==> src/hw/rtl/qte_pkg.sv <==
// Package for the quaternion to Euler angle block.
// Holds widths, the arctangent step table and the CORDIC lane helpers.
// Depends on nothing.
package qte_pkg;

  localparam int unsigned ANGLE_ITERATIONS = 16;
  localparam int unsigned TABLE_LEN = 24;
  localparam int unsigned QW = 16;
  localparam int unsigned PW = 32;
  localparam int unsigned SW = 35;
  localparam int unsigned AW_S = 30;
  localparam int unsigned NW = 57;
  localparam int unsigned SQRT_STAGES = 29;
  localparam int unsigned CW = 38;
  localparam int unsigned AW = 29;
  localparam int unsigned SHW = 5;
  localparam logic signed [AW_S-1:0] ONE_Q28 = AW_S'(1 << 28);
  localparam logic signed [AW-1:0] QUARTER_TURN = AW'(9000 * 4096);
  localparam logic signed [16:0] LIMIT_XZ = 17'sd18000;
  localparam logic signed [16:0] LIMIT_Y = 17'sd9000;

  typedef struct packed {
    logic signed [CW-1:0] x;
    logic signed [CW-1:0] y;
    logic signed [AW-1:0] acc;
    logic                 zero;
  } cordic_t;

  typedef struct packed {
    logic [NW-1:0] n;
    logic [NW-1:0] res;
  } sqrt_t;

  function automatic logic signed [AW-1:0] atan_step(input logic [SHW-1:0] i);
    logic signed [AW-1:0] v;
    case (i)
      5'd0:  v = AW'(18432000);
      5'd1:  v = AW'(10881045);
      5'd2:  v = AW'(5749245);
      5'd3:  v = AW'(2918407);
      5'd4:  v = AW'(1464867);
      5'd5:  v = AW'(733147);
      5'd6:  v = AW'(366663);
      5'd7:  v = AW'(183343);
      5'd8:  v = AW'(91673);
      5'd9:  v = AW'(45837);
      5'd10: v = AW'(22918);
      5'd11: v = AW'(11459);
      5'd12: v = AW'(5730);
      5'd13: v = AW'(2865);
      5'd14: v = AW'(1432);
      5'd15: v = AW'(716);
      5'd16: v = AW'(358);
      5'd17: v = AW'(179);
      5'd18: v = AW'(90);
      5'd19: v = AW'(45);
      5'd20: v = AW'(22);
      5'd21: v = AW'(11);
      5'd22: v = AW'(6);
      5'd23: v = AW'(3);
      default: v = '0;
    endcase
    return v;
  endfunction

  function automatic cordic_t cordic_prep(input logic signed [SW-1:0] yv,
                                          input logic signed [SW-1:0] xv);
    cordic_t r;
    r.zero = (xv == '0) && (yv == '0);
    if (xv < 0) begin
      if (yv >= 0) begin
        r.x = CW'(yv);
        r.y = -CW'(xv);
        r.acc = QUARTER_TURN;
      end else begin
        r.x = -CW'(yv);
        r.y = CW'(xv);
        r.acc = -QUARTER_TURN;
      end
    end else begin
      r.x = CW'(xv);
      r.y = CW'(yv);
      r.acc = '0;
    end
    return r;
  endfunction

  function automatic logic signed [16:0] cordic_finish(input cordic_t st,
                                                       input logic signed [16:0] lim);
    logic signed [AW-1:0] rnd;
    logic signed [16:0]   o;
    rnd = st.acc + AW'(2048);
    o = 17'(rnd >>> 12);
    if (o > lim) o = lim;
    if (o < -lim) o = -lim;
    if (st.zero) o = '0;
    return o;
  endfunction

endpackage

==> src/hw/rtl/qte_sqrt_cell.sv <==
// One restoring square root cell: settles one result bit per cycle while en_i is high.
// Depends on qte_pkg.
module qte_sqrt_cell (
  input  logic                       clk_i,
  input  logic                       en_i,
  input  logic [qte_pkg::NW-1:0]     bit_i,
  input  qte_pkg::sqrt_t             st_i,
  output qte_pkg::sqrt_t             st_o
);
  import qte_pkg::*;

  sqrt_t         st_d, st_q;
  logic [NW:0]   trial;

  always_comb begin
    trial = {1'b0, st_i.res} + {1'b0, bit_i};
    if ({1'b0, st_i.n} >= trial) begin
      st_d.n = st_i.n - trial[NW-1:0];
      st_d.res = (st_i.res >> 1) + bit_i;
    end else begin
      st_d.n = st_i.n;
      st_d.res = st_i.res >> 1;
    end
  end

  always_ff @(posedge clk_i) begin
    if (en_i) begin
      st_q <= st_d;
    end
  end

  assign st_o = st_q;
endmodule

==> config.mk <==
export PLATFORM = sky130hd
export DESIGN_NAME = qte_sqrt_cell
export DESIGN_NICKNAME = d
export VERILOG_FILES = /design/src/hw/rtl/qte_pkg.sv /design/src/hw/rtl/qte_sqrt_cell.sv
export SDC_FILE = /design/constraint.sdc
export NUM_CORES = 1
export LEC_CHECK = 0
export BUFFER_PORTS_ARGS = -buffer_cell sky130_fd_sc_hd__buf_4
export CORE_MARGIN = 2
export CORE_UTILIZATION = 45
export CTS_CLUSTER_DIAMETER = 200
export DETAILED_ROUTE_END_ITERATION = 16
export GPL_TIMING_DRIVEN = 1
export PLACE_DENSITY = 0.69
export SLEW_MARGIN = 20
export SYNTH_ARGS = -nofsm -noshare
export SYNTH_HDL_FRONTEND = slang
export SYNTH_SLANG_ARGS = --single-unit
==> constraint.sdc <==
create_clock -name clk_i -period 10.6 [get_ports clk_i]
set_input_delay 1.59 -clock clk_i [delete_from_list [all_inputs] [get_ports clk_i]]
set_output_delay 1.59 -clock clk_i [all_outputs]
set_load 0.05 [all_outputs]
Word-level counts from Yosys, hierarchy flattened
Index checks and enable logic that the tools add are counted.
- bits of input ports: 173
- word-level logic and storage cells: 8
- flip-flop bits (word level): 114
- magnitude comparators: 1
- add/sub/neg operators: 3
- mux-type cells: 1
- operator list (cell ; count):
    two-way mux 114 bit ; 1
    adder 57 x 57 -> 58 bit ; 1
    greater-or-equal comparator 57 x 58 -> 1 bit ; 1
    adder 56 x 57 -> 57 bit ; 1
    subtractor 57 bit ; 1

Longest topological paths before layout
Gate-level depths: netlist (run 1).
- depth after elaboration: 3
- mapped depth: 27
- gate-level depth less buffers: 23

Least setup slack after synthesis (run 1)
OpenSTA, ideal clock, no wires.
- path type: input -> register
- start: input port bit_i[0] in the netlist's numbering
- end: register st_q (netlist bit st_o[0]), data pin
- path buffers: 3
- required time: 10.338 ns
- setup slack: 3.775 ns
- stages: 24
- data arrival time: 6.563 ns
- path through: ha_1 -> fa_1 -> nand3_1 -> a21oi_1 -> a211o_1 -> a221o_1 -> a31o_2 -> a21o_1 -> a21o_1 -> a221oi_1 -> xor2_1 -> ha_1 -> clkbuf_1 -> nand3_1 -> nor2_1 -> a41o_1 -> a41oi_1 -> o31ai_2 -> a21oi_1 -> o22ai_1 -> o221ai_2 -> buf_6 -> buf_4 -> mux2_1
- RTL lines (item ; RTL line ; RTL):
    start, declared ; qte_sqrt_cell.sv:6 ; input logic [qte_pkg::NW-1:0] bit_i,
    end signal, assigned ; qte_sqrt_cell.sv:28 ; st_q <= st_d;
    end, declared ; qte_sqrt_cell.sv:12 ; sqrt_t st_d, st_q;

==> impl_metrics.ini, run 1 <==
[global_routing]
grt.overflow.total = 0
grt_pass1_vias = 13449
antenna_found_initial = 3
grt_start_max_net_pins = 114
grt_use_total_pct = 27.3
grt_pass1_wl_mm = 71.6

[logic_synthesis]
yosysTopAreaCellShare_pct = 24.0
synth_compound_area_share_pct = 28.2
async_reset_ff_share_pct = 0
synth-simple-area-share_pct = 18.1
synth_cell_type_count = 79
syn_inst = 1776
synthAdderAreaFrac_pct = 15.4
yosysWarnings = 0
synth_area_leaders = edfxtp_1 24%, ha_1 15%, a21oi_1 6.7%
synth_xor_area_share_pct = 9.29
yosys.area.top_type = edfxtp_1
synth_top_family_by_area = compound AO/OA/AOI/OAI gates
yosys_most_used_dff = edfxtp_1
avgSynthCellArea_um2 = 8.02
syn_area_mm2 = 0.0142
syn_nets = 2122
ys_seq_area_share_pct = 24.0
synth-edff-count = 114
synth_seq_cells = 114
synth_mux_area_share_pct = 1.08

[setup_path]
crit_slowest_cell = buf_4
crit_arrival_ps = 8230
slowest_delay_ps = 520
worst-setup-path-type = in2reg
crit_top_cell = buf_4
cp-end-kind = flop
cp_max_fo = 55
startpoint_type = primary input
cp.required_ps = 10790
crit_end = st_o[110]
startpoint = bit_i[0]

[clocking]
cts-resized-gates = 0
clkTransAtPathRegs_ps = 60
cts_tree = done
htree_levels = 4
cts_buffer_depth = 2
post-cts-setup-buffers = 0
cts.sinks = 114
cts_root_buf = clkbuf_16
cts_hold_buf = 0
cts_buffers = 17

[die]
rows = 65
die-area_mm2 = 0.0331
die_w_um = 182
ioPinCount = 287
die_y_um = 182
start_util_pct = 45.4
core_mm2 = 0.0314

[cells_and_area]
largest_reg_flops = 114
layout-drive-gt1-share_pct = 17.3
num-nets-final = 2353
syn_to_final_growth_pct = 20.5

[status]
status = complete, no violations

[drt]
drt-total-wl_mm = 46.3
ant_nets = 0
drt-initial-drc-count = 1126
wl_per_cell_um = 19.1
routed-via-count = 14428
via_per_inst = 5.95
drc = 0
drt_pass1_iterations = 6

[power]
seq_power_share_pct = 22.2
netSwitchingFraction_pct = 46.0
ir_drop_mv = 0.118
pwr-share-clk_pct = 20.1
pwr_density_cell_mw_per_mm2 = 170
p_leak_nw = 7.55
power_switching_mw = 1.34
p_int_mw = 1.58
combinationalPowerShare_pct = 57.7

[timing]
rsz0062_at_grt = no
maxSlewViolCount = 0
tns_ps = 0
timing.hold.ws_ps = 1430
worstMarginPinSlew_ps = 1050
min_period_over_period_pct = 75.8
period_needed_ps = 8040
fmax_ghz = 0.124
setup_viol = 0
finalHoldViolCount = 0
max-slew-margin-rel_pct = 30.2

[placed_design]
place_congestion = 0.953
hpwl_mm = 37.6
io_buffer_count = 286

[run]
drv_cap = 0

[min_path]
hp-class = in2reg
cells in the final DEF (no fill, tap or decap), types with 35 or more instances in the layout:
master,count
a21o_1,74
a21oi_1,192
buf_4,290
edfxtp_1,114
ha_1,170
inv_1,57
nand2_1,215
nand3_1,47
nand4_1,42
nor2_1,91
o21ai_0,173
o21bai_1,35
xnor2_1,91
xor2_1,60
power groups by stage:
stage          Clock (mW)  Combinational [mW]  Sequential [mW]
5_1_grt             0.617                1.82            0.655
4_1_cts             0.601                1.67            0.649
3_5_place_dp            0                1.66            0.656
6_report            0.588                1.68            0.647
2_1_floorplan           0               0.913            0.950
3_3_place_gp            0                1.64            0.656
synthesized netlist by cell type, types with 12 or more instances:
library cell / instances
nand2_1: 215
edfxtp_1: 114
and3_1: 17
nor2b_1: 18
nand3_1: 47
a21oi_1: 192
buf_2: 19
o21ai_0: 173
clkbuf_1: 54
xor2_1: 60
nor2_1: 91
o21bai_1: 35
o21a_1: 17
a211oi_1: 15
o31ai_1: 12
nand2b_1: 23
ha_1: 170
a21o_1: 74
xnor2_1: 91
a31oi_1: 22
o21ai_1: 27
inv_1: 57
nand4_1: 42
nor3_1: 27
metal layers:
layer  up-vias  wire length (um)  track usage [%]
met5         -                 0                0
met4         0              1170             9.87
met3        61              2980             4.45
met2       537             20500             42.5
met1      6710             21600             38.1
li1       7120                 -                -
cell type report:
cell class / count / area [um^2]
well taps: 402 / 503
clock buffers: 18 / 429
inverters: 57 / 214
fillers: 2977 / 14200
multi-input cells: 1527 / 10300
diodes: 3 / 7.51
repair buffers: 290 / 2180
clock inverters: 14 / 145
flip-flops and latches: 114 / 3420
cells by family (layout without fill, tap and decap cells):
logic type | Yosys count | in the layout
buf+inv | 135 | 379
flops | 114 | 114
fa+ha+maj | 173 | 173
compound gates | 652 | 652
xor+xnor | 151 | 151
other cells | 0 | 3
mux | 14 | 14
simple gates | 537 | 537
stage by stage:
step	utilization (%)	std cells	setup slack, ps	total power [mW]	cell area (um^2)
2_1_floorplan	-	1776	3780	1.86	14200
3_3_place_gp	52.8	2390	2450	2.30	16600
3_5_place_dp	52.8	2390	2200	2.32	16600
4_1_cts	54.6	2422	2660	2.92	17200
5_1_grt	54.7	2424	2200	3.09	17200
6_report	54.7	2425	2560	2.92	17200
critical path, delay by kind of cell:
kind / cells / cell delay (ps)
AO/OA/AOI/OAI: 15 / 3870
buffers and inverters: 3 / 1040
adder cells (fa/ha/maj): 3 / 970
AND/OR/NAND/NOR: 4 / 460
XOR/XNOR: 1 / 240
worst min path at each step:
stage / start / end / slack [ps] / cells past startpoint
after floorplan: en_i / st_o[0] / 1700 / 0
after global placement: st_i[76] / st_o[76] / 1880 / 3
after detailed placement: st_i[73] / st_o[73] / 1880 / 3
after CTS: st_i[73] / st_o[73] / 1410 / 3
after global routing: st_i[59] / st_o[59] / 1440 / 3
final: st_i[73] / st_o[73] / 1430 / 3
Note: power is estimated with default switching activity, not from simulation.
==> inputs of run 2 (changes only) <==
Settings changed: ABC_AREA from default to 1, PLACE_DENSITY 0.69 to 0.68.
Clock period 10.6 ns to 7.4 ns, I/O delays scaled along.
==> impl_metrics.ini, run 2 <==
[logic_synthesis]
synth-edff-count = 114
synth_seq_cells = 114
synth_xor_area_share_pct = 5.06
synthAdderAreaFrac_pct = 12.0
synth_top_family_by_area = simple AND/OR/NAND/NOR gates
ys_seq_area_share_pct = 18.9
synth_mux_area_share_pct = 0
post-synth-top-count-cell = nand2_1
synth-simple-area-share_pct = 40.6
synthTopCellsByCount = 1094 x nand2_1, 424 x inv_1, 324 x nor2_1
yosysTopAreaCellShare_pct = 22.6
synth_area_leaders = nand2_1 23%, edfxtp_1 19%, ha_1 12%
yosys_most_used_dff = edfxtp_1
synth_cell_type_count = 39
yosys.area.top_type = nand2_1
async_reset_ff_share_pct = 0
syn_area_mm2 = 0.0182
syn_inst = 3095
yosysWarnings = 0
avgSynthCellArea_um2 = 5.87
syn_nets = 3441
synth_compound_area_share_pct = 13.3

[placed_design]
place_congestion = 1.06
io_buffer_count = 286
hpwl_mm = 68.2

[clocking]
cts_root_buf = clkbuf_16
cts_tree = done
htree_levels = 4
cts_hold_buf = 0
clkTransAtPathRegs_ps = 60
cts-resized-gates = 0
post-cts-setup-buffers = 0
cts.sinks = 114
cts_buffers = 17
cts_buffer_depth = 2

[global_routing]
grtUsageMet3_pct = 4.74
busiest_layer = met2
grt_pass1_vias = 21334
grt_pass1_wl_mm = 119
antenna_found_initial = 0
grt_start_max_net_pins = 115
grt_use_total_pct = 37.8
met2_usage_pct = 65.6
grt.met1_usage_pct = 44.7
grt.overflow.total = 0

[die]
core_mm2 = 0.0398
start_util_pct = 45.6
die-area_mm2 = 0.0420
die_w_um = 205
rows = 73
ioPinCount = 287
die_y_um = 205

[power]
combinationalPowerShare_pct = 62.3
pwr-share-clk_pct = 17.4
p_int_mw = 2.15
seq_power_share_pct = 20.3
pwr_density_cell_mw_per_mm2 = 209
finalPower_mw = 4.45
power_switching_mw = 2.30
p_leak_nw = 11.1
ir_drop_mv = 0.157
netSwitchingFraction_pct = 51.6

[timing]
setup_viol = 0
worstMarginPinSlew_ps = 908
rsz0062_at_grt = no
maxSlewViolCount = 0
finalHoldViolCount = 0
tns_ps = 0
min_period_over_period_pct = 85.1
max-slew-margin-rel_pct = 38.8
fmax_ghz = 0.159
period_needed_ps = 6300

[setup_path]
startpoint = bit_i[0]
slowest_delay_ps = 500
cp-end-kind = flop
crit_slowest_cell = a21boi_0
cp.required_ps = 7610
cp_max_fo = 51
startpoint_type = primary input
worst-setup-path-type = in2reg
crit_end = st_o[63]
crit_arrival_ps = 6500
crit_top_cell = nand2_1

[cells_and_area]
diodes = 0
finish.utilization_pct = 53.5
num-nets-final = 3717
largest_reg_flops = 114
fill_cells = 4136
final_cell_mix = 1094 x nand2_1, 424 x inv_1, 324 x nor2_1, 291 x buf_4, 251 x nand3_1
layout_commonest_cell = nand2_1
layout-drive-gt1-share_pct = 10.1
syn_to_final_growth_pct = 17.4

[drt]
ant_nets = 0
drt-initial-drc-count = 2018
wl_per_cell_um = 20.5
drt_pass1_iterations = 10
via_per_inst = 5.64
drc = 0
routed-via-count = 22027
drt-total-wl_mm = 80.1

[run]
drv_cap = 0

[min_path]
hp-class = in2reg
min_from = st_i[59]

[status]
status = complete, no violations
## run 2: final cells by class
cell class	count	area, um^2	share of cell area [%]
timing repair buffer	293	2220	10.4
inverter	427	1600	7.52
tap	525	657	3.08
sequential	114	3420	16.1
clock inverter	10	71.3	0.335
multi-input combinational	2518	12900	60.5
clock buffer	19	433	2.03
## run 2: metal layers
layer	routed length [um]	vias to the layer above
li1	-	10658
met1	31000	10065
met2	38000	1104
met3	6290	200
met4	4800	0
met5	0	-
## run 2: metrics by stage
stage | instances | setup WS [ps] | cell area (um^2) | hold WS [ps]
after detailed placement | 3877 | 790 | 20800 | 1430
after CTS | 3906 | 1280 | 21300 | 944
after global routing | 3906 | 947 | 21300 | 963
after floorplan | 3095 | 2470 | 18200 | 1220
final | 3906 | 1100 | 21300 | 961
after global placement | 3877 | 938 | 20800 | 1420
## run 2: power groups by stage
stage / clock network (mW) / logic, mW / registers (mW)
final: 0.773 / 2.77 / 0.905
after CTS: 0.776 / 2.72 / 0.906
after detailed placement: 0 / 2.70 / 0.915
after global placement: 0 / 2.68 / 0.915
after floorplan: 0 / 1.47 / 1.30
after global routing: 0.794 / 3.01 / 0.914
## run 2: worst max-delay path: cells and delay by family
kind	cells	cell delay (ps)
adders and majority gates	3	1050
and+or+nand+nor	19	2560
AOI/OAI and AO/OA	3	1190
buffers and inverters	3	540
## run 2: logic make-up (layout without fill, tap and decap cells)
group	after synthesis	count (layout)
AND/OR/NAND/NOR	1799	1799
buffers and inverters	463	749
AO/OA/AOI/OAI	441	441
adder cells (fa/ha/maj)	173	173
flip-flops	114	114
XOR/XNOR	105	105
## run 2: how the worst min path moves through the flow
stage,end,slack (ps),cells after the start
final,st_o[59],960,3
after global routing,st_o[109],960,3
after CTS,st_o[111],940,3
after detailed placement,st_o[111],1430,3
after global placement,st_o[111],1420,3
after floorplan,st_o[0],1220,0
