File: src/hw/rtl/qte_pkg.sv
// Package for the quaternion to Euler angle block.
// Holds widths, the arctangent step table and the CORDIC lane helpers.
// Depends on nothing.
package qte_pkg;

  localparam int unsigned ANGLE_ITERATIONS = 16;
  localparam int unsigned TABLE_LEN = 24;
  localparam int unsigned QW = 16;
  localparam int unsigned PW = 32;
  localparam int unsigned SW = 35;
  localparam int unsigned AW_S = 30;
  localparam int unsigned NW = 57;
  localparam int unsigned SQRT_STAGES = 29;
  localparam int unsigned CW = 38;
  localparam int unsigned AW = 29;
  localparam int unsigned SHW = 5;
  localparam logic signed [AW_S-1:0] ONE_Q28 = AW_S'(1 << 28);
  localparam logic signed [AW-1:0] QUARTER_TURN = AW'(9000 * 4096);
  localparam logic signed [16:0] LIMIT_XZ = 17'sd18000;
  localparam logic signed [16:0] LIMIT_Y = 17'sd9000;

  typedef struct packed {
    logic signed [CW-1:0] x;
    logic signed [CW-1:0] y;
    logic signed [AW-1:0] acc;
    logic                 zero;
  } cordic_t;

  typedef struct packed {
    logic [NW-1:0] n;
    logic [NW-1:0] res;
  } sqrt_t;

  function automatic logic signed [AW-1:0] atan_step(input logic [SHW-1:0] i);
    logic signed [AW-1:0] v;
    case (i)
      5'd0:  v = AW'(18432000);
      5'd1:  v = AW'(10881045);
      5'd2:  v = AW'(5749245);
      5'd3:  v = AW'(2918407);
      5'd4:  v = AW'(1464867);
      5'd5:  v = AW'(733147);
      5'd6:  v = AW'(366663);
      5'd7:  v = AW'(183343);
      5'd8:  v = AW'(91673);
      5'd9:  v = AW'(45837);
      5'd10: v = AW'(22918);
      5'd11: v = AW'(11459);
      5'd12: v = AW'(5730);
      5'd13: v = AW'(2865);
      5'd14: v = AW'(1432);
      5'd15: v = AW'(716);
      5'd16: v = AW'(358);
      5'd17: v = AW'(179);
      5'd18: v = AW'(90);
      5'd19: v = AW'(45);
      5'd20: v = AW'(22);
      5'd21: v = AW'(11);
      5'd22: v = AW'(6);
      5'd23: v = AW'(3);
      default: v = '0;
    endcase
    return v;
  endfunction

  function automatic cordic_t cordic_prep(input logic signed [SW-1:0] yv,
                                          input logic signed [SW-1:0] xv);
    cordic_t r;
    r.zero = (xv == '0) && (yv == '0);
    if (xv < 0) begin
      if (yv >= 0) begin
        r.x = CW'(yv);
        r.y = -CW'(xv);
        r.acc = QUARTER_TURN;
      end else begin
        r.x = -CW'(yv);
        r.y = CW'(xv);
        r.acc = -QUARTER_TURN;
      end
    end else begin
      r.x = CW'(xv);
      r.y = CW'(yv);
      r.acc = '0;
    end
    return r;
  endfunction

  function automatic logic signed [16:0] cordic_finish(input cordic_t st,
                                                       input logic signed [16:0] lim);
    logic signed [AW-1:0] rnd;
    logic signed [16:0]   o;
    rnd = st.acc + AW'(2048);
    o = 17'(rnd >>> 12);
    if (o > lim) o = lim;
    if (o < -lim) o = -lim;
    if (st.zero) o = '0;
    return o;
  endfunction

endpackage

File: src/hw/rtl/qte_cordic_cell.sv
// One vectoring CORDIC cell: turns the vector toward the x axis once.
// Depends on qte_pkg.
module qte_cordic_cell (
  input  logic                       clk_i,
  input  logic                       en_i,
  input  logic [qte_pkg::SHW-1:0]    shift_i,
  input  qte_pkg::cordic_t           st_i,
  output qte_pkg::cordic_t           st_o
);
  import qte_pkg::*;

  cordic_t              st_d, st_q;
  logic signed [CW-1:0] xs, ys;
  logic signed [AW-1:0] step;

  always_comb begin
    xs = st_i.x >>> shift_i;
    ys = st_i.y >>> shift_i;
    step = atan_step(shift_i);
    st_d.zero = st_i.zero;
    if (st_i.y >= 0) begin
      st_d.x = st_i.x + ys;
      st_d.y = st_i.y - xs;
      st_d.acc = st_i.acc + step;
    end else begin
      st_d.x = st_i.x - ys;
      st_d.y = st_i.y + xs;
      st_d.acc = st_i.acc - step;
    end
  end

  always_ff @(posedge clk_i) begin
    if (en_i) begin
      st_q <= st_d;
    end
  end

  assign st_o = st_q;
endmodule

File: config.mk
export PLATFORM = sky130hd
export DESIGN_NAME = qte_cordic_cell
export DESIGN_NICKNAME = d
export VERILOG_FILES = /design/src/hw/rtl/qte_pkg.sv /design/src/hw/rtl/qte_cordic_cell.sv
export SDC_FILE = /design/constraint.sdc
export NUM_CORES = 1
export LEC_CHECK = 0
export ABC_AREA = 1
export BUFFER_PORTS_ARGS = -buffer_cell sky130_fd_sc_hd__buf_2
export CAP_MARGIN = 10
export CELL_PAD_IN_SITES_DETAIL_PLACEMENT = 1
export CELL_PAD_IN_SITES_GLOBAL_PLACEMENT = 2
export CORE_ASPECT_RATIO = 1.25
export CORE_UTILIZATION = 32
export CTS_CLUSTER_SIZE = 8
export DETAILED_ROUTE_END_ITERATION = 6
export MAX_ROUTING_LAYER = met4
export PLACE_DENSITY_LB_ADDON = 0.05
export SETUP_SLACK_MARGIN = 0.15
export SKIP_LAST_GASP = 1
export SYNTH_ARGS = -nofsm -noshare
export SYNTH_HDL_FRONTEND = slang
export SYNTH_SLANG_ARGS = --single-unit
File: constraint.sdc
create_clock -name clk_i -period 5.6 [get_ports clk_i]
set_input_delay 1.4 -clock clk_i [delete_from_list [all_inputs] [get_ports clk_i]]
set_output_delay 1.4 -clock clk_i [all_outputs]
set_load 0.005 [all_outputs]
# Word-level counts from Yosys, hierarchy flattened
# Memory sizes are Yosys's and may differ from the RTL's.
# Cells that the tools add are included.
# word_totals
regBits	106
latch_bits	0
ram_bits	0
romBits	800
in_bits	113
output_inout_bits	106
wordCells	15
n_memories	1
# op_classes
addsub	6
multipliers	0
n_div	0
magnitude_cmp	1
eq_ne	0
shifts	2
n_mux	1
bitwise	0
n_reduce_logical	0
# memory_table
name	depth	word_bits	read_ports	rd_clocked_by_memory_dff	wr	line_no	text
(no name shown)	32	25	1	0	0	qte_pkg.sv:36	case (i)
# ops
cell	count
105-bit two-way mux	1
38-bit adder	2
38-bit by 5-bit >>> shifter with 38-bit output	2
38-bit subtractor	2
38-bit by 1-bit greater-or-equal comparator with 1-bit output, second input constant	1
29-bit adder	1
29-bit subtractor	1

# Longest topological paths before layout
# Gate-level depths: netlist of the first run.
# depth
ltp_word	3
ltp_mapped	36
ltp_nobuf	34

# Worst setup path before layout of the first run
# No wires, ideal clock.
# synth_path
path_kind	input-to-reg
startpoint	input shift_i[0] (netlist name)
endpoint	register st_q (netlist bit st_o[65]) (data pin)
setup_time_ns	0.259
arrival_time_ns	4.973
required_ns	5.341
slack_ns	0.368
stages	33
path_cell_list	buf_6 > buf_2 > buf_6 > nand2_1 > nand3_1 > nand3_1 > nand3_1 > nand3_1 > nand3_1 > inv_1 > ha_1 > inv_1 > nor2_1 > nand2_1 > nor2_2 > nand3_2 > nor2_2 > nor2_1 > xor2_1 > ha_1 > nand2_1 > nor2_1 > inv_1 > nor2_1 > inv_1 > nor4_1 > a21oi_1 > o21bai_1 > nand2_1 > nand2_1 > nand2_1 > nand2_1 > xor2_1
# synth_rtl
item	line_no	text
start, declared	qte_cordic_cell.sv:6	input logic [qte_pkg::SHW-1:0] shift_i,
end signal, assigned	qte_cordic_cell.sv:34	st_q <= st_d;
end, declared	qte_cordic_cell.sv:12	cordic_t st_d, st_q;

==> impl_metrics.py, run 1 <==
metrics = {
    "place": {
        "numPortBuffers": 218,
        "placed_cell_area_um2": 23600,
        "dp_slack_ns": -0.843,
        "globalplace.congestion": 0.972,
        "dp_hpwl_um": 72900,
    },
    "critical_path": {
        "cp_slowest_cell": "ha_1",
        "arrival_ns": 5.61,
        "critPathCaptureType": "flip-flop",
        "worstPathRequired_ns": 5.87,
        "critPathMostFrequentCell": "nand2_1",
        "critPathLaunchType": "primary input",
        "slowest_delay_ns": 0.33,
        "critical_path_peak_fanout": 9,
        "path_class": "in2reg",
    },
    "layout": {
        "fill_cells": 6842,
        "diodes": 0,
        "fin_area_um2": 25200,
        "drive_gt1_share_pct": 34.8,
        "fin_util_pct": 49.6,
        "final_common_cell": "nand2_1",
        "area_growth_pct": 52.1,
        "largest_register_ffs": 106,
        "fin_nets": 3831,
        "layout_common_cells": "nand2_1 (826), buf_4 (729), nand3_1 (399)",
    },
    "sta": {
        "hold_viol_final": 0,
        "max_freq_mhz": 187,
        "layout_min_cycle_time_ns": 5.34,
        "period_share_pct": 95.3,
        "rsz0062_at_grt": "yes",
        "relSlewSlack_pct": 42.1,
        "slew_viol_final": 0,
        "worst_slew_pin_slew_ns": 0.869,
        "final.setup.worst_slack_ns": 0.261,
        "holdWs_ns": 1.16,
        "setup_viol": 0,
    },
    "drt": {
        "drc": 0,
        "via_count": 22200,
        "routedWlPerCell_um": 20.3,
        "ant_nets": 0,
        "drtIter0Drc": 884,
        "dr.pass1.iters": 5,
        "wl_um": 86700,
        "vias_per_cell": 5.22,
    },
    "min_path": {
        "min_path_type": "in2reg",
    },
    "clock_network": {
        "cts.sinks": 106,
        "cts_root_buf": "clkbuf_16",
        "holdBufCountCts": 0,
        "cts_inserted_buffers": 9,
        "cts_tree": "yes",
        "cts_buffer_depth": 2,
        "h-tree-depth": 3,
        "cts.reportedPaths.clkPinSlew_ns": 0.11,
    },
    "synth": {
        "synthArstFlopShare_pct": 0,
        "synth_top_family_by_area": "simple AND/OR/NAND/NOR gates",
        "synth_edf_count": 106,
        "synth_cell_types": 49,
        "yosysTopAreaCell": "nand2_1",
        "synth-simple-area-share_pct": 42.0,
        "yosys.area_share.xor_xnor_pct": 8.83,
        "syn_nets": 2938,
        "synthAdderAreaFrac_pct": 8.90,
        "synth.mux.area_fraction_pct": 0,
        "seq_area_frac_synth_pct": 19.2,
        "syn_area_um2": 16600,
        "avgSynthCellArea_um2": 6.11,
        "synthFlopType": "edfxtp_1",
        "synth_area_leaders": "nand2_1 (19%), edfxtp_1 (19%), nand3_1 (14%)",
        "synth_cells": 2709,
        "synth_seq_cells": 106,
        "yosysWarnings": 0,
        "synth.top_cell.area_share_pct": 19.5,
        "synth_compound_area_share_pct": 11.4,
    },
    "floorplan": {
        "ios": 219,
        "core-area_um2": 50800,
        "die_w_um": 205,
        "die_area_um2": 52700,
        "fp.dieH_um": 256,
        "rows": 92,
        "start_util_pct": 32.6,
    },
    "global_routing": {
        "track_usage_pct": 33.2,
        "grt_pass1_vias": 24000,
        "grt_pass1_wl_um": 131000,
        "grt_max_degree": 60,
        "grt_overflow": 0,
        "grt_antenna_before_repair": 1,
    },
    "power_and_ir_drop": {
        "pwr_density_cell_nw_per_um2": 237,
        "leakage_nw": 13.0,
        "vdd_drop_max_mv": 0.175,
    },
    "run": {
        "cap_violations": 0,
    },
    "outcome": {
        "status": "finished, final reports clean",
    },
}
## final cells by class
type,count,area [um2],area share [%]
timing repair buffer,974,7080,28.1
clock inverter,6,83.8,0.333
clock buffer,10,229,0.909
inverter,272,1030,4.10
sequential,106,3180,12.6
tap,658,823,3.27
multi-input combinational,2239,12800,50.6
## stage by stage
step | cells | total power, mW | TNS, ns
2_1_floorplan | 2709 | 2.97 | 0
3_3_place_gp | 4225 | 4.86 | -7.83
3_5_place_dp | 4225 | 4.98 | -15.71
4_1_cts | 4250 | 5.81 | 0
5_1_grt | 4265 | 6.37 | 0
6_report | 4265 | 5.97 | 0
## cell usage after synthesis (2+ instances only)
master    instances
nand2_1         860
nand3_1         457
inv_1           256
nor2_1          215
a21oi_1         150
xor2_1          121
ha_1            113
edfxtp_1        106
o21ai_0          82
xnor2_1          46
buf_2            31
a31oi_1          30
nand2_2          21
nand4_1          21
buf_1            20
buf_6            19
nor3_1           15
inv_2            14
buf_4            12
o21a_1           12
nor2_2           11
clkbuf_1         10
o211ai_1         10
o21bai_1          9
nor4_1            8
o221ai_1          8
o21ai_2           7
nand3b_1          6
nor2_4            4
o21ai_1           4
fa_1              3
o22ai_1           3
a21boi_0          2
a21o_1            2
a21oi_2           2
inv_4             2
nand3_2           2
nor3_2            2
o211a_1           2
o31ai_1           2
## cell families after synthesis
family,count (synthesis)
buffers and inverters,364
AOI/OAI and AO/OA,330
and+or+nand+nor,1626
DFF,106
xor gates and xnor gates,167
adders and majority gates,116
## worst max-delay path, delay by kind of cell
kind                     cells  cell delay [ns]
buffers and inverters        9             1.19
adder cells (fa/ha/maj)      1             0.33
AND/OR/NAND/NOR             19             2.04
AO/OA/AOI/OAI                2             0.29
XOR/XNOR                     2             0.34
## report_power, final
part / switching, mW / internal [mW] / total [mW]
clock network: 0.394 / 0.360 / 0.754
registers: 0.0561 / 1.19 / 1.25
logic: 2.16 / 1.81 / 3.97
## path summary, 6_finish.rpt
path	end	slack [ns]	cells after the start	from
hold / removal	st_o[0]	1.16	1	st_i[0]
setup / recovery	st_o[63]	0.26	33	shift_i[1]
## per-layer routing
metal,wire (um),up-vias,track usage (%)
met3,2080,180,2.62
li1,-,10800,-
met1,34500,10800,35.7
met2,44900,455,59.6
met4,5170,0,17.7
met5,0,-,-
## what timing repair did
item	in CTS	in global routing
endpoints found under the setup margin	22	57
cloned	1	1
buffers inserted	8	14
gates resized for setup	52	207
pin swaps	11	51
(Power assumes the default switching activity.)
==> run 2: changes to the inputs <==
--- a/config.mk
+++ b/config.mk
@@ -11,13 +11,13 @@
 export CELL_PAD_IN_SITES_DETAIL_PLACEMENT = 1
 export CELL_PAD_IN_SITES_GLOBAL_PLACEMENT = 2
 export CORE_ASPECT_RATIO = 1.25
+export CORE_MARGIN = 2
 export CORE_UTILIZATION = 32
 export CTS_CLUSTER_SIZE = 8
 export DETAILED_ROUTE_END_ITERATION = 6
 export MAX_ROUTING_LAYER = met4
 export PLACE_DENSITY_LB_ADDON = 0.05
 export SETUP_SLACK_MARGIN = 0.15
-export SKIP_LAST_GASP = 1
 export SYNTH_ARGS = -nofsm -noshare
 export SYNTH_HDL_FRONTEND = slang
 export SYNTH_SLANG_ARGS = --single-unit
==> constraint.sdc (replaced) <==
create_clock -name clk_i -period 5.22 [get_ports clk_i]
set_input_delay 1.305 -clock clk_i [delete_from_list [all_inputs] [get_ports clk_i]]
set_output_delay 1.305 -clock clk_i [all_outputs]
set_load 0.005 [all_outputs]
==> run 2 against run 1 <==
  * Power is 20% higher
  * Sequential power is 7% higher
  * Global-route usage is 0.39 points lower
  * Critical path type unchanged
==> impl_metrics.py, run 2 (synthesized netlist as in run 1, its figures left out) <==
metrics = {
    "power_and_ir_drop": {
        "leakage_nw": 14.4,
        "vdd_drop_max_mv": 0.191,
        "switchingPower_mw": 3.13,
        "pwr-share-seq_pct": 18.7,
        "pwr_density_cell_nw_per_um2": 248,
        "p_comb_share_pct": 69.3,
        "power_mw": 7.16,
        "p_int_mw": 4.02,
        "p_clk_share_pct": 12.0,
        "swShare_pct": 43.8,
    },
    "drt": {
        "route.met2.wl_um": 50400,
        "maxUsedRoutingLayer": "met4",
        "routedWlPerCell_um": 21.4,
        "drtIter0Drc": 965,
        "dr.pass1.iters": 5,
        "via_count": 23400,
        "drc": 0,
        "vias_per_cell": 5.26,
        "met1_length_um": 36100,
        "wl_um": 95100,
        "ant_nets": 0,
        "wl_met3_um": 2610,
    },
    "layout": {
        "drive_gt1_share_pct": 47.6,
        "layout_common_cells": "buf_4 (866), nand2_1 (703), nand3_1 (303)",
        "largest_register_ffs": 106,
        "final_cells": 4443,
        "fill_cells": 6677,
        "fin_nets": 4002,
        "final_common_cell": "buf_4",
        "area_growth_pct": 74.0,
        "diodes": 0,
    },
    "place": {
        "dp_slack_ns": -1.15,
        "globalplace.congestion": 0.957,
        "dp_cells": 4328,
        "dp_hpwl_um": 73600,
        "numPortBuffers": 218,
    },
    "floorplan": {
        "ios": 219,
        "rows": 93,
        "die_w_um": 207,
        "core-area_um2": 51300,
        "start_util_pct": 32.3,
        "fp.dieH_um": 258,
        "die_area_um2": 53600,
    },
    "global_routing": {
        "grt_antenna_before_repair": 0,
        "track_usage_pct": 32.8,
        "grt_pass1_vias": 24600,
        "grt_overflow": 0,
        "grt_pass1_wl_um": 134000,
        "grt_max_degree": 45,
    },
    "sta": {
        "max_freq_mhz": 192,
        "final.setup.worst_slack_ns": 0.00498,
        "hold_viol_final": 0,
        "layout_min_cycle_time_ns": 5.22,
        "worst_slew_pin_slew_ns": 0.625,
        "slew_viol_final": 0,
        "relSlewSlack_pct": 58.3,
        "period_share_pct": 99.9,
        "setup_viol": 0,
        "rsz0062_at_grt": "yes",
    },
    "clock_network": {
        "cts_inserted_buffers": 9,
        "cts.sinks": 106,
        "cts_tree": "yes",
        "h-tree-depth": 3,
        "cts_root_buf": "clkbuf_16",
        "cts_buffer_depth": 2,
        "cts.reportedPaths.clkPinSlew_ns": 0.09,
        "holdBufCountCts": 0,
    },
    "outcome": {
        "status": "finished, final reports clean",
    },
    "critical_path": {
        "arrival_ns": 5.48,
        "critPathLaunchType": "primary input",
        "critical_path_peak_fanout": 7,
        "critPathCaptureType": "flip-flop",
        "path_class": "in2reg",
        "cp_slowest_cell": "ha_1",
        "worstPathRequired_ns": 5.49,
        "critPathMostFrequentCell": "nand2_2",
        "slowest_delay_ns": 0.33,
    },
    "min_path": {
        "worstHoldPathCells": 1,
        "min_path_type": "in2reg",
    },
    "run": {
        "cap_violations": 0,
    },
}
==> run 2: cell count changes in the layout (fill, tap and decap cells not counted), moves of 19 or more <==
cell,before,now
ha_1,101,82
nand2_4,3,31
buf_4,729,866
inv_2,18,43
nand3_2,59,148
nand2_2,53,148
nand3_1,399,303
nor2_4,11,42
inv_1,251,225
nand2_1,826,703
nor2_1,179,133
a21oi_1,125,103
ha_4,9,28
==> run 2: timing repair <==
| item | CTS | global route |
|---|---|---|
| setup endpoints to repair | 55 | 62 |
| gates cloned | 4 | 9 |
| resized for setup | 204 | 569 |
| setup buffers | 25 | 61 |
| pin swaps | 47 | 187 |
==> run 2: worst max-delay path: cells and delay by family <==
kind            cells  cell delay (ns)
simple gates       20             2.09
buf+inv             9             1.06
fa+ha+maj           2             0.46
xor+xnor            2             0.32
compound gates      2             0.22
==> run 2: cell type report <==
class / count / area [um2] / share of cell area [%]
clock buffer: 10 / 229 / 0.795
inverter: 272 / 1060 / 3.70
timing repair inverter: 2 / 22.5 / 0.0782
multi-input combinational: 2239 / 14700 / 51.0
tap: 665 / 832 / 2.89
timing repair buffer: 1143 / 8690 / 30.2
clock inverter: 6 / 108 / 0.373
sequential: 106 / 3180 / 11.0
==> run 2: stage by stage <==
stage / TNS (ns) / hold slack [ns] / util, % / instance area (um2)
6_report: 0 / 1.05 / 56.2 / 28800
5_1_grt: -1.02 / 1.05 / 56.2 / 28800
3_5_place_dp: -32.90 / 1.48 / 47.4 / 24300
2_1_floorplan: 0 / 1.40 / - / 16600
4_1_cts: 0 / 1.05 / 50.3 / 25800
3_3_place_gp: -23.35 / 1.48 / 47.4 / 24300
==> run 2: metal layers <==
metal	track usage, %	up-vias
li1	-	11100
met1	34.8	11400
met2	61.5	591
met3	2.10	261
met4	16.0	0
met5	-	-
==> run 2: path summary, 6_finish.rpt <==
path        to        from  slack (ns)
max   st_o[65]  shift_i[0]       0.005
min    st_o[0]     st_i[0]        1.05
==> run 2: power groups by stage <==
stage	clock, mW	sequential, mW	combinational, mW
floorplan	0	1.39	1.80
global placement	0	1.35	3.98
detailed placement	0	1.36	4.11
CTS	0.876	1.34	4.32
global route	0.899	1.37	5.31
finish	0.859	1.34	4.96
